[src/rtl/ritoa_pkg.sv]
// Shared constants, types and helper functions for the radix integer-to-ASCII converter.
package ritoa_pkg;

  // Field widths of the channels.
  localparam int unsigned ValueW = 64;
  localparam int unsigned RadixW = 6;
  localparam int unsigned CharW  = 7;
  localparam int unsigned CountW = 7;

  // Sizing of the conversion.
  localparam int unsigned VALUE_BITS = 64;
  localparam int unsigned MAX_DIGITS = 64;

  // The divider retires this many dividend bits per cycle.
  localparam int unsigned STEP_BITS  = 8;
  localparam int unsigned NUM_CHUNKS = (VALUE_BITS + STEP_BITS - 1) / STEP_BITS;
  localparam int unsigned WORK_W     = NUM_CHUNKS * STEP_BITS;
  localparam int unsigned CHUNK_W    = (NUM_CHUNKS > 1) ? $clog2(NUM_CHUNKS) : 1;
  localparam int unsigned IDX_W      = $clog2(MAX_DIGITS);
  localparam int unsigned FOUND_W    = $clog2(MAX_DIGITS + 1);

  // Radix limits and character codes.
  localparam logic [RadixW-1:0] RADIX_MIN    = 6'd2;
  localparam logic [RadixW-1:0] RADIX_MAX    = 6'd36;
  localparam logic [RadixW-1:0] DECIMAL_SPAN = 6'd10;
  localparam logic [CharW-1:0]  CHAR_ZERO    = 7'd48;
  localparam logic [CharW-1:0]  CHAR_LETTER_A = 7'd65;

  typedef logic [ValueW-1:0] value_t;
  typedef logic [RadixW-1:0] radix_t;
  typedef logic [CharW-1:0]  char_t;
  typedef logic [CountW-1:0] count_t;

  // Sequencer states.
  typedef enum logic [1:0] {
    ST_IDLE,
    ST_DIV,
    ST_FETCH,
    ST_EMIT
  } state_e;

  // Bring any radix code into the supported range.
  function automatic radix_t clamp_radix(radix_t raw);
    radix_t r;
    r = raw;
    if (r < RADIX_MIN) begin
      r = RADIX_MIN;
    end
    if (r > RADIX_MAX) begin
      r = RADIX_MAX;
    end
    return r;
  endfunction

  // Map a digit value of 0 to 35 onto '0'-'9' and 'A'-'Z'.
  function automatic char_t digit_to_ascii(radix_t d);
    char_t ch;
    if (d < DECIMAL_SPAN) begin
      ch = CHAR_ZERO + char_t'(d);
    end else begin
      ch = CHAR_LETTER_A + char_t'(d - DECIMAL_SPAN);
    end
    return ch;
  endfunction

endpackage

[src/rtl/ritoa_in_if.sv]
// Input channel: a value and its radix under a valid/ready handshake.
interface ritoa_in_if;
  logic               valid;
  logic               ready;
  ritoa_pkg::value_t  value;
  ritoa_pkg::radix_t  radix;

  modport source (output valid, output value, output radix, input ready);
  modport sink   (input valid, input value, input radix, output ready);
endinterface

[src/rtl/ritoa_out_if.sv]
// Output channel: one ASCII digit per item under a valid/ready handshake.
interface ritoa_out_if;
  logic               valid;
  logic               ready;
  ritoa_pkg::char_t   digit_char;
  ritoa_pkg::count_t  digit_count;
  logic               last_digit;

  modport source (output valid, output digit_char, output digit_count, output last_digit,
                  input ready);
  modport sink   (input valid, input digit_char, input digit_count, input last_digit,
                  output ready);
endinterface

[src/rtl/ritoa_ram.sv]
// Generic single-write, single-read RAM with a registered read port.
module ritoa_ram #(
  parameter int unsigned WIDTH = 8,
  parameter int unsigned DEPTH = 64
) (
  input  logic                     clk_i,
  input  logic                     we_i,
  input  logic [$clog2(DEPTH)-1:0] waddr_i,
  input  logic [WIDTH-1:0]         wdata_i,
  input  logic [$clog2(DEPTH)-1:0] raddr_i,
  output logic [WIDTH-1:0]         rdata_o
);

  logic [WIDTH-1:0] mem_q [DEPTH];

  // Write port.
  always_ff @(posedge clk_i) begin
    if (we_i) begin
      mem_q[waddr_i] <= wdata_i;
    end
  end

  // Registered read port.
  always_ff @(posedge clk_i) begin
    rdata_o <= mem_q[raddr_i];
  end

endmodule

[src/rtl/radix_integer_to_ascii_unit.sv]
// Top level: converts an unsigned value to ASCII digits in a radix from 2 to 36.
// Each digit is one full pass of the shared 8-bit-per-cycle restoring divider over all NUM_CHUNKS chunks.
// One item is in flight at a time; the input is ready only while the sequencer idles.
// Digits come out one per cycle while the output is ready, most significant first, read back from the digit RAM.
// Reset (rst_ni low, asynchronous) returns the sequencer to idle; the RAM is not cleared.
module radix_integer_to_ascii_unit (
  input  logic         clk_i,
  input  logic         rst_ni,
  ritoa_in_if.sink     in_i,
  ritoa_out_if.source  out_o
);

  ritoa_pkg::state_e                   state_q, state_d;
  logic [ritoa_pkg::WORK_W-1:0]        work_q, work_d;
  ritoa_pkg::radix_t                   radix_q, radix_d;
  ritoa_pkg::radix_t                   rem_q, rem_d;
  logic [ritoa_pkg::CHUNK_W-1:0]       chunk_q, chunk_d;
  logic [ritoa_pkg::FOUND_W-1:0]       found_q, found_d;
  logic [ritoa_pkg::IDX_W-1:0]         idx_q, idx_d;

  logic [ritoa_pkg::STEP_BITS-1:0]     chunk_bits;
  logic [ritoa_pkg::STEP_BITS-1:0]     quot_bits;
  ritoa_pkg::radix_t                   rem_next;
  logic [ritoa_pkg::WORK_W-1:0]        quot_next;
  logic                                last_chunk;
  logic                                div_done;
  logic                                in_fire;
  logic                                out_fire;
  logic                                ram_we;
  ritoa_pkg::radix_t                   ram_rdata;

  assign in_fire  = in_i.valid && in_i.ready;
  assign out_fire = out_o.valid && out_o.ready;

  // Shared divider step: eight restoring-division bits of the running dividend.
  always_comb begin
    logic [ritoa_pkg::RadixW:0] trial;
    ritoa_pkg::radix_t          r;
    chunk_bits = work_q[ritoa_pkg::WORK_W-1 -: ritoa_pkg::STEP_BITS];
    quot_bits  = '0;
    r          = rem_q;
    for (int i = ritoa_pkg::STEP_BITS - 1; i >= 0; i--) begin
      trial = {r, chunk_bits[i]};
      if (trial >= {1'b0, radix_q}) begin
        quot_bits[i] = 1'b1;
        r = ritoa_pkg::RadixW'(trial - {1'b0, radix_q});
      end else begin
        r = trial[ritoa_pkg::RadixW-1:0];
      end
    end
    rem_next  = r;
    quot_next = (work_q << ritoa_pkg::STEP_BITS) | ritoa_pkg::WORK_W'(quot_bits);
  end

  assign last_chunk = (chunk_q == ritoa_pkg::CHUNK_W'(ritoa_pkg::NUM_CHUNKS - 1));
  assign div_done   = last_chunk &&
                      ((quot_next == '0) ||
                       (found_q == ritoa_pkg::FOUND_W'(ritoa_pkg::MAX_DIGITS - 1)));

  // Next state of the sequencer.
  always_comb begin
    state_d = state_q;
    case (state_q)
      ritoa_pkg::ST_IDLE: begin
        if (in_fire) begin
          state_d = ritoa_pkg::ST_DIV;
        end
      end
      ritoa_pkg::ST_DIV: begin
        if (div_done) begin
          state_d = ritoa_pkg::ST_FETCH;
        end
      end
      ritoa_pkg::ST_FETCH: begin
        state_d = ritoa_pkg::ST_EMIT;
      end
      ritoa_pkg::ST_EMIT: begin
        if (out_fire && (idx_q == '0)) begin
          state_d = ritoa_pkg::ST_IDLE;
        end
      end
      default: begin
        state_d = ritoa_pkg::ST_IDLE;
      end
    endcase
  end

  // Handshake and RAM controls decoded from the state.
  always_comb begin
    in_i.ready  = 1'b0;
    out_o.valid = 1'b0;
    ram_we      = 1'b0;
    case (state_q)
      ritoa_pkg::ST_IDLE:  in_i.ready  = 1'b1;
      ritoa_pkg::ST_DIV:   ram_we      = last_chunk;
      ritoa_pkg::ST_FETCH: out_o.valid = 1'b0;
      ritoa_pkg::ST_EMIT:  out_o.valid = 1'b1;
      default:             in_i.ready  = 1'b0;
    endcase
  end

  // Datapath next values.
  always_comb begin
    work_d  = work_q;
    radix_d = radix_q;
    rem_d   = rem_q;
    chunk_d = chunk_q;
    found_d = found_q;
    idx_d   = idx_q;
    case (state_q)
      ritoa_pkg::ST_IDLE: begin
        if (in_fire) begin
          work_d  = ritoa_pkg::WORK_W'(in_i.value[ritoa_pkg::VALUE_BITS-1:0]);
          radix_d = ritoa_pkg::clamp_radix(in_i.radix);
          rem_d   = '0;
          chunk_d = '0;
          found_d = '0;
        end
      end
      ritoa_pkg::ST_DIV: begin
        work_d = quot_next;
        if (last_chunk) begin
          rem_d   = '0;
          chunk_d = '0;
          found_d = found_q + 1'b1;
          idx_d   = found_q[ritoa_pkg::IDX_W-1:0];
        end else begin
          rem_d   = rem_next;
          chunk_d = chunk_q + 1'b1;
        end
      end
      ritoa_pkg::ST_EMIT: begin
        if (out_fire && (idx_q != '0)) begin
          idx_d = idx_q - 1'b1;
        end
      end
      default: begin
        idx_d = idx_q;
      end
    endcase
  end

  // Control registers.
  always_ff @(posedge clk_i or negedge rst_ni) begin
    if (!rst_ni) begin
      state_q <= ritoa_pkg::ST_IDLE;
      chunk_q <= '0;
      found_q <= '0;
      idx_q   <= '0;
    end else begin
      state_q <= state_d;
      chunk_q <= chunk_d;
      found_q <= found_d;
      idx_q   <= idx_d;
    end
  end

  // Payload registers.
  always_ff @(posedge clk_i) begin
    work_q  <= work_d;
    radix_q <= radix_d;
    rem_q   <= rem_d;
  end

  // Digit store: remainders written least significant first, read back in reverse.
  ritoa_ram #(
    .WIDTH (ritoa_pkg::RadixW),
    .DEPTH (ritoa_pkg::MAX_DIGITS)
  ) u_digit_ram (
    .clk_i   (clk_i),
    .we_i    (ram_we),
    .waddr_i (found_q[ritoa_pkg::IDX_W-1:0]),
    .wdata_i (rem_next),
    .raddr_i (idx_d),
    .rdata_o (ram_rdata)
  );

  // Result item.
  assign out_o.digit_char  = ritoa_pkg::digit_to_ascii(ram_rdata);
  assign out_o.digit_count = ritoa_pkg::CountW'(found_q);
  assign out_o.last_digit  = (idx_q == '0);

  // Every digit read back lies below the radix it was produced with.
  assert property (@(posedge clk_i) disable iff (!rst_ni)
    out_o.valid |-> (ram_rdata < radix_q))
    else $error("digit read back is not below the radix");

  // The digit count never exceeds the store depth and is nonzero while emitting.
  assert property (@(posedge clk_i) disable iff (!rst_ni)
    out_o.valid |-> ((found_q != '0) &&
                     (found_q <= ritoa_pkg::FOUND_W'(ritoa_pkg::MAX_DIGITS))))
    else $error("digit count out of range during emission");

  // Taking the last digit returns the block to accepting a new item.
  assert property (@(posedge clk_i) disable iff (!rst_ni)
    (out_fire && out_o.last_digit) |=> in_i.ready)
    else $error("block not ready after the last digit");

  // An accepted item always starts a division pass at chunk zero with no digits found yet.
  assert property (@(posedge clk_i) disable iff (!rst_ni)
    in_fire |=> ((state_q == ritoa_pkg::ST_DIV) && (chunk_q == '0) && (found_q == '0)))
    else $error("division pass did not start cleanly");

endmodule

[src/flat_wrapper.sv]
// flat-port wrapper written by rule: the top's interface ports become plain ports
module radix_integer_to_ascii_unit_flat 
  (clk_i, rst_ni, in_i_valid, in_i_value, in_i_radix, in_i_ready, out_o_valid, out_o_digit_char, out_o_digit_count, out_o_last_digit, out_o_ready);
  ritoa_in_if in_i_i ();
  ritoa_out_if out_o_i ();
  input  logic clk_i;
  input  logic rst_ni;
  input wire logic [$bits(in_i_i.valid)-1:0] in_i_valid;
  input wire logic [$bits(in_i_i.value)-1:0] in_i_value;
  input wire logic [$bits(in_i_i.radix)-1:0] in_i_radix;
  output wire logic [$bits(in_i_i.ready)-1:0] in_i_ready;
  output wire logic [$bits(out_o_i.valid)-1:0] out_o_valid;
  output wire logic [$bits(out_o_i.digit_char)-1:0] out_o_digit_char;
  output wire logic [$bits(out_o_i.digit_count)-1:0] out_o_digit_count;
  output wire logic [$bits(out_o_i.last_digit)-1:0] out_o_last_digit;
  input wire logic [$bits(out_o_i.ready)-1:0] out_o_ready;
  assign in_i_i.valid = in_i_valid;
  assign in_i_i.value = in_i_value;
  assign in_i_i.radix = in_i_radix;
  assign in_i_ready = in_i_i.ready;
  assign out_o_valid = out_o_i.valid;
  assign out_o_digit_char = out_o_i.digit_char;
  assign out_o_digit_count = out_o_i.digit_count;
  assign out_o_last_digit = out_o_i.last_digit;
  assign out_o_i.ready = out_o_ready;
  radix_integer_to_ascii_unit u_core (.clk_i(clk_i), .rst_ni(rst_ni), .in_i(in_i_i), .out_o(out_o_i));
endmodule
[config.mk]
export PLATFORM = sky130hd
export DESIGN_NAME = radix_integer_to_ascii_unit_flat
export DESIGN_NICKNAME = d
export VERILOG_FILES = /design/src/rtl/ritoa_pkg.sv /design/src/rtl/ritoa_in_if.sv /design/src/rtl/ritoa_out_if.sv /design/src/rtl/ritoa_ram.sv /design/src/rtl/radix_integer_to_ascii_unit.sv /design/src/flat_wrapper.sv
export SDC_FILE = /design/constraint.sdc
export NUM_CORES = 1
export LEC_CHECK = 0
export BUFFER_PORTS_ARGS = -buffer_cell sky130_fd_sc_hd__buf_2
export CAP_MARGIN = 10
export CORE_ASPECT_RATIO = 2
export CORE_UTILIZATION = 50
export DETAILED_ROUTE_END_ITERATION = 6
export GPL_TIMING_DRIVEN = 0
export PLACE_DENSITY_LB_ADDON = 0.08
export SLEW_MARGIN = 25
export SYNTH_ARGS = -nofsm -noshare
export SYNTH_HDL_FRONTEND = slang
export SYNTH_SLANG_ARGS = --single-unit
[constraint.sdc]
create_clock -name clk_i -period 19.88 [get_ports clk_i]
set_input_delay 0.994 -clock clk_i [delete_from_list [all_inputs] [get_ports clk_i]]
set_output_delay 0.994 -clock clk_i [all_outputs]
set_load 0.005 [all_outputs]
# --- Word level (Yosys, flattened, before mapping) ---
# Memories as Yosys holds them, arrays and structs flattened. A register that Yosys moved wholly into a read port is not among the register bits.
# Cells that the tools add are included.
op_classes:
  addsub: 14
  magnitude_cmp: 11
  eq_ne: 9
  mux: 43
  bitwise: 1
  n_reduce_logical: 15
op_table:
  columns: ["cell", "count"]
  rows:
  - ["$pmux 64 s2", 1]
  - ["$mux 6", 15]
  - ["$logic_not 64->1", 1]
  - ["$mux 64", 1]
  - ["$or 64x8->64", 1]
  - ["$ge 7x6->1", 8]
  - ["$sub 6x6->6", 8]
  - ["$pmux 6 s2", 2]
  - ["$mux 7", 3]
  - ["$pmux 7 s2", 1]
  - ["$mux 1", 13]
  - ["$ne 2x1->1 const B", 4]
  - ["$pmux 2 s4", 1]
  - ["$add 6x6->7 const A", 1]
  - ["$add 7x1->7 const B", 1]
  - ["$add 7x7->7 const A", 1]
  - ["$eq 7x6->1 const B", 1]
  - ["$sub 6x4->7 const B", 1]
  - ["$gt 6x6->1 const B", 1]
  - ["$logic_not 6->1", 1]
  - ["$lt 6x2->1 const B", 1]
  - ["$lt 6x4->1 const B", 1]
  - ["$mux 2", 3]
  - ["$mux 3", 2]
  - ["other kinds (13)", 20]
totals:
  register_bits: 94
  ramBits: 384
  inputBits: 74
  out_inout_bits: 17
  elab_cells: 101
  n_memories: 1
mem_list:
  columns: ["name", "words", "word_bits", "read_ports", "rd_clocked_by_memory_dff", "wr", "line_no", "text"]
  rows:
  - ["u_core.u_digit_ram.mem_q", 64, 6, 1, 1, 1, "ritoa_ram.sv:14", "logic [WIDTH-1:0] mem_q [DEPTH];"]

# --- Logic depth before layout (Yosys ltp) ---
logic_depth:
  depth_word: 22
  depth_mapped: 83
  mapped_depth_nobuf: 78

# --- Modules after synthesis ---
# A second synthesis with hierarchy kept.
hier_totals:
  hier_cells: 1427
  hier_area_um2: 22635.5
by_module_without_submodules:
  columns: ["module", "instances", "cells_each", "area_each_um2", "seq_area_each_um2"]
  rows:
  - ["ritoa_ram", 1, 720, 15225.9, 11651.2]
  - ["radix_integer_to_ascii_unit", 1, 707, 7409.6, 2732.6]

# --- Worst setup path after synthesis ---
# OpenSTA, ideal clock, no wires.
synth_timing:
  path_kind: "register to register"
  from: "register u_core.radix_q[1]"
  to: "memory u_core.u_digit_ram.mem_q[0][0] (netlist bit) (data pin)"
  setup_time_ns: 0.568
  t_arrival_ns: 17.105
  required_ns: 19.312
  path_slack_ns: 2.207
  path_stages_with_launch: 77
  n_path_buf: 5
  synth_period_minus_slack_ns: 17.673
  path_cell_list: "edfxtp_1 > inv_1 > ha_1 > nand2_1 > o21ai_1 > a31oi_4 > clkbuf_1 > mux2_2 > inv_1 > ha_1 > nor2b_1 > o21bai_1 > a31oi_1 > a211o_1 > nor2_1 > clkbuf_1 > mux2i_1 > ha_1 > [41 not listed] > nand2b_1 > a21o_1 > a21o_1 > a211o_1 > or2_2 > mux2_4 > mux2i_1 > ha_1 > a21o_1 > a21o_1 > a21o_1 > a21o_1 > a211oi_1 > inv_1 > a31o_2 > a221o_1 > buf_6 > mux2i_1"
synth_between:
  elab_chain_len: 16
  elab_cells_between_ends: 23
  cone_classes: "7 x add/sub; 8 x order compare; 8 x mux"
synth_rtl:
  columns: ["item", "line_no", "text"]
  rows:
  - ["start, declared", "radix_integer_to_ascii_unit.sv:15", "ritoa_pkg::radix_t radix_q, radix_d;"]
  - ["start signal, assigned", "radix_integer_to_ascii_unit.sv:161", "radix_q <= radix_d;"]
  - ["$sub 6x6->6 / $ge 7x6->1 (equally long branches)", "radix_integer_to_ascii_unit.sv:46, radix_integer_to_ascii_unit.sv:44", null]
  - ["$mux 6", "radix_integer_to_ascii_unit.sv:44", "if (trial >= {1'b0, radix_q}) begin"]
  - ["$sub 6x6->6 / $ge 7x6->1 (equally long branches)", "radix_integer_to_ascii_unit.sv:46, radix_integer_to_ascii_unit.sv:44", null]
  - ["$mux 6", "radix_integer_to_ascii_unit.sv:44", null]
  - ["$sub 6x6->6 / $ge 7x6->1 (equally long branches)", "radix_integer_to_ascii_unit.sv:46, radix_integer_to_ascii_unit.sv:44", null]
  - ["$mux 6", "radix_integer_to_ascii_unit.sv:44", null]
  - ["$sub 6x6->6 / $ge 7x6->1 (equally long branches)", "radix_integer_to_ascii_unit.sv:46, radix_integer_to_ascii_unit.sv:44", null]
  - ["$mux 6", "radix_integer_to_ascii_unit.sv:44", null]
  - ["$sub 6x6->6 / $ge 7x6->1 (equally long branches)", "radix_integer_to_ascii_unit.sv:46, radix_integer_to_ascii_unit.sv:44", null]
  - ["$mux 6", "radix_integer_to_ascii_unit.sv:44", null]
  - ["$ge 7x6->1 / $sub 6x6->6 (equally long branches)", "radix_integer_to_ascii_unit.sv:44, radix_integer_to_ascii_unit.sv:46", null]
  - ["$mux 6", "radix_integer_to_ascii_unit.sv:44", null]
  - ["$sub 6x6->6 / $ge 7x6->1 (equally long branches)", "radix_integer_to_ascii_unit.sv:46, radix_integer_to_ascii_unit.sv:44", null]
  - ["$mux 6", "radix_integer_to_ascii_unit.sv:44", null]
  - ["$ge 7x6->1 *", "radix_integer_to_ascii_unit.sv:44", null]
  - ["$mux 6 *", "radix_integer_to_ascii_unit.sv:44", null]
  - ["via u_core.rem_next[0]", "radix_integer_to_ascii_unit.sv:23", "ritoa_pkg::radix_t rem_next;"]
  - ["end, declared", "ritoa_ram.sv:14", null]
# The timed path passes the listed nets; every way through them passes the cells marked *.

# --- Worst setup path after layout ---
layout_timing:
  from: "register u_core.radix_q[2]"
  to: "register u_core.rem_q[4] (data pin)"
layout_between:
  elab_chain_len: 18
  elab_cells_between_ends: 26
  cone_classes: "8 x add/sub; 8 x order compare; 10 x mux"
layout_rtl:
  columns: ["item", "line_no", "text"]
  rows:
  - ["$sub 6x6->6 / $ge 7x6->1 (equally long branches)", "radix_integer_to_ascii_unit.sv:46, radix_integer_to_ascii_unit.sv:44", null]
  - ["$mux 6", "radix_integer_to_ascii_unit.sv:44", null]
  - ["$sub 6x6->6 / $ge 7x6->1 (equally long branches)", "radix_integer_to_ascii_unit.sv:46, radix_integer_to_ascii_unit.sv:44", null]
  - ["$mux 6", "radix_integer_to_ascii_unit.sv:44", null]
  - ["$sub 6x6->6 / $ge 7x6->1 (equally long branches)", "radix_integer_to_ascii_unit.sv:46, radix_integer_to_ascii_unit.sv:44", null]
  - ["$mux 6", "radix_integer_to_ascii_unit.sv:44", null]
  - ["$sub 6x6->6 / $ge 7x6->1 (equally long branches)", "radix_integer_to_ascii_unit.sv:46, radix_integer_to_ascii_unit.sv:44", null]
  - ["$mux 6", "radix_integer_to_ascii_unit.sv:44", null]
  - ["[3 not listed]", null, null]
  - ["$mux 6", "radix_integer_to_ascii_unit.sv:44", null]
  - ["$sub 6x6->6 / $ge 7x6->1 (equally long branches)", "radix_integer_to_ascii_unit.sv:46, radix_integer_to_ascii_unit.sv:44", null]
  - ["$mux 6", "radix_integer_to_ascii_unit.sv:44", null]
  - ["$sub 6x6->6 / $ge 7x6->1 (equally long branches)", "radix_integer_to_ascii_unit.sv:46, radix_integer_to_ascii_unit.sv:44", null]
  - ["$mux 6 *", "radix_integer_to_ascii_unit.sv:44", null]
  - ["via u_core.rem_next[4]", "radix_integer_to_ascii_unit.sv:23", null]
  - ["$mux 6 *", "radix_integer_to_ascii_unit.sv:122", "if (last_chunk) begin"]
  - ["$pmux 6 s2 *", "radix_integer_to_ascii_unit.sv:110", "case (state_q)"]
  - ["end signal, assigned", "radix_integer_to_ascii_unit.sv:162", "rem_q <= rem_d;"]
  - ["end, declared", "radix_integer_to_ascii_unit.sv:16", "ritoa_pkg::radix_t rem_q, rem_d;"]
# Marked as above.
# A chain may end at the register's enable or synchronous reset.

==> metrics.txt <==
Post-synth ARST share=0.0372; vias in the first global route=16,200; DRT iter0 DRCs=1,074; Nets=2,161; die height=306 um; Max Slew Vio Count=0; CP max stage cell=mux2_8; core footprint=0.0457 mm^2; area of the die=0.0472 mm^2; synthesized area per cell=12.3 um^2; status=complete, no violations; Tot GR Track Use=0.298; Antenna Violating Nets Remaining=0; most frequent cells in the layout=460 x edfxtp_1, 265 x nand2_1, 137 x a211oi_1; antenna violations before repair=0; Fmax=0.0534 GHz; Crit Path Class=reg2reg; # hold bufs at CTS=0; fill count=3,822; port bufs=90; Util after Layout=0.565; cell count after synthesis=1,876; period utilization=0.943; Worst Path Arrival=19.05 ns; DP Wirelength=51.0 mm; Slew Limit Headroom=0.312; Worst Skew=0.0248 ns; Vias/cell=6.03; clk sinks=484; slowest cell delay on critical path=0.51 ns; top_reg_cell synth=edfxtp_1; CP required=20.19 ns; CP startpoint kind=flop; Max IR drop VDD=0.0000617 V; cell taking the most area after synthesis=edfxtp_1; Max Cap Viol=0; most common cell after layout, fill and taps aside=edfxtp_1; r2r setup slk=1.14 ns; total grt overflow=0; PwrDens=73.6 mW/mm^2; Critical R2R Capture=u_core.rem_q[4]; Final Instance Count excl. Fillers=2,613; Root Buffer=clkbuf_16; largest net degree at the start of global routing=66; Max clock buf depth=3; Fin. Hold Viols=0; drt total wl=69.0 mm; first-pass iteration count of the detailed router=5; WL/cell=26.4 um; fraction of the yosys area taken by sequential cells=0.621; worst r2r src=u_core.radix_q[2]; most frequent CP cell=a21o_1; Syn-to-layout area delta=11.6%; Worst Setup End Kind=flop; Reg clk slew, reported paths=0.07 ns; first-pass GRT wire length=101 mm; diodes inserted=0; YS warnings=0; cells on worst reg2reg path=77; FP Rows=111; die width=154 um; Yosys cell types=69; CTS tree=yes; HP Class=in2async; syn nets=2,018; Max FO, Critical Path=65; DRC=0; Post-synth EDFFs=460; cts bufs inserted=42; Ports=91; via count=15,800; final setup violating endpoints=0; htree depth=2; most area-consuming cells after synthesis=edfxtp_1 60%, a211oi_1 4.5%, nand2_1 4.3%; Tightest Pin Transition=1.03 ns; clock latency on the worst-skew pair=0.58 ns; synthesized area=0.0231 mm^2; Pleak=0.00897 uW; min Tclk post-route=18.74 ns; GPL Wtd Cong=0.911; # placed instances=2,536; Initial Util=0.507; FF+latch count, synth=484; fraction of layout cells with a size suffix above 1=0.131; post-synth top area share=0.597
[power breakdown]
part | switching, uW | internal (uW)
Sequential | 0 | 1100
Clock | 370 | 424
Combinational | 3.79 | 5.58
Total | 374 | 1530
[cells in the mapped netlist, types with 18 or more instances]
cell      number
mux2_2        72
a311oi_1      48
nor4_1        20
and2_1        88
dfrtp_1       18
ha_1          60
a21oi_1       80
a31oi_1       56
inv_1         54
a21o_1        21
clkbuf_1     102
and2_0        19
o21ai_0       29
nor2_1       105
a211oi_1     138
xnor2_1       20
nand2_1      265
edfxtp_1     460
[cells by family (layout without fill, tap and decap cells)]
logic type,count (synthesis),in the layout,synth area share
multiplexers,90,90,0.0441
flip-flops,484,484,0.621
adder cells (fa/ha/maj),69,69,0.0398
AND/OR/NAND/NOR,589,589,0.119
AO/OA/AOI/OAI,438,438,0.133
XOR/XNOR,36,36,0.0136
buffers and inverters,170,342,0.0290
[flip-flops by register name, summed over array words and instances (netlist names), 3 cells and up]
register                    cells
u_core.radix_q                  6
u_core.u_digit_ram.rdata_o      6
u_core.u_digit_ram.mem_q      384
u_core.out_o.digit_count        7
u_core.work_q                  64
u_core.chunk_q                  3
u_core.idx_q                    6
u_core.rem_q                    6
[worst max path at each step]
stage	slack, ns	start	cells past startpoint	end
floorplan	2.21	u_core.radix_q[1]	76	u_core.u_digit_ram.mem_q[0][0]
global placement	-4.58	u_core.radix_q[1]	76	u_core.u_digit_ram.mem_q[48][0]
detailed placement	-0.39	u_core.radix_q[1]	77	u_core.rem_q[1]
CTS	0.15	u_core.radix_q[2]	78	u_core.rem_q[1]
global route	-0.05	u_core.radix_q[4]	78	u_core.rem_q[3]
finish	1.14	u_core.radix_q[2]	77	u_core.rem_q[4]
[worst max-delay path, delay by kind of cell, from the launching register on]
family          cells  cell delay, ns
compound gates     40            9.29
flops               1            0.36
fa+ha+maj           8            2.38
mux                 6            2.28
simple gates       13            2.10
buf+inv            10            2.00
[stage by stage]
step	TNS, ns	power, uW	area (um^2)	setup slack (ns)	hold WS (ns)
floorplan	0	1120	23100	2.21	0.461
global placement	-354.53	1130	24300	-4.58	0.481
detailed placement	-115.47	1130	24400	-0.386	0.493
CTS	0	1910	25700	0.148	0.360
global route	-0.203	1940	25800	-0.0500	0.384
finish	0	1900	25800	1.14	0.375
[what timing repair did]
action,in CTS,in global routing
gates resized for setup,2,15
buffers inserted,2,1
pin swaps,0,0
setup endpoints to repair,384,393
[area by class of cell]
| type | instances | area [um^2] | area share |
|---|---|---|---|
| Buffer | 116 | 472 | 0.0183 |
| Clock buffer | 53 | 1110 | 0.0431 |
| Clock inverter | 20 | 156 | 0.00606 |
| Inverter | 54 | 213 | 0.00824 |
| Multi-Input combinational cell | 1222 | 8200 | 0.317 |
| Sequential cell | 484 | 14400 | 0.557 |
| Tap cell | 565 | 707 | 0.0274 |
| Timing Repair Buffer | 99 | 583 | 0.0226 |
[per-layer routing]
layer / up-vias / track usage / wire [um]
li1: 7343 / - / -
met1: 7680 / 0.274 / 21600
met2: 517 / 0.566 / 37800
met3: 213 / 0.0440 / 3250
met4: 0 / 0.250 / 6470
met5: - / 0 / 0
(Power assumes the default switching activity.)
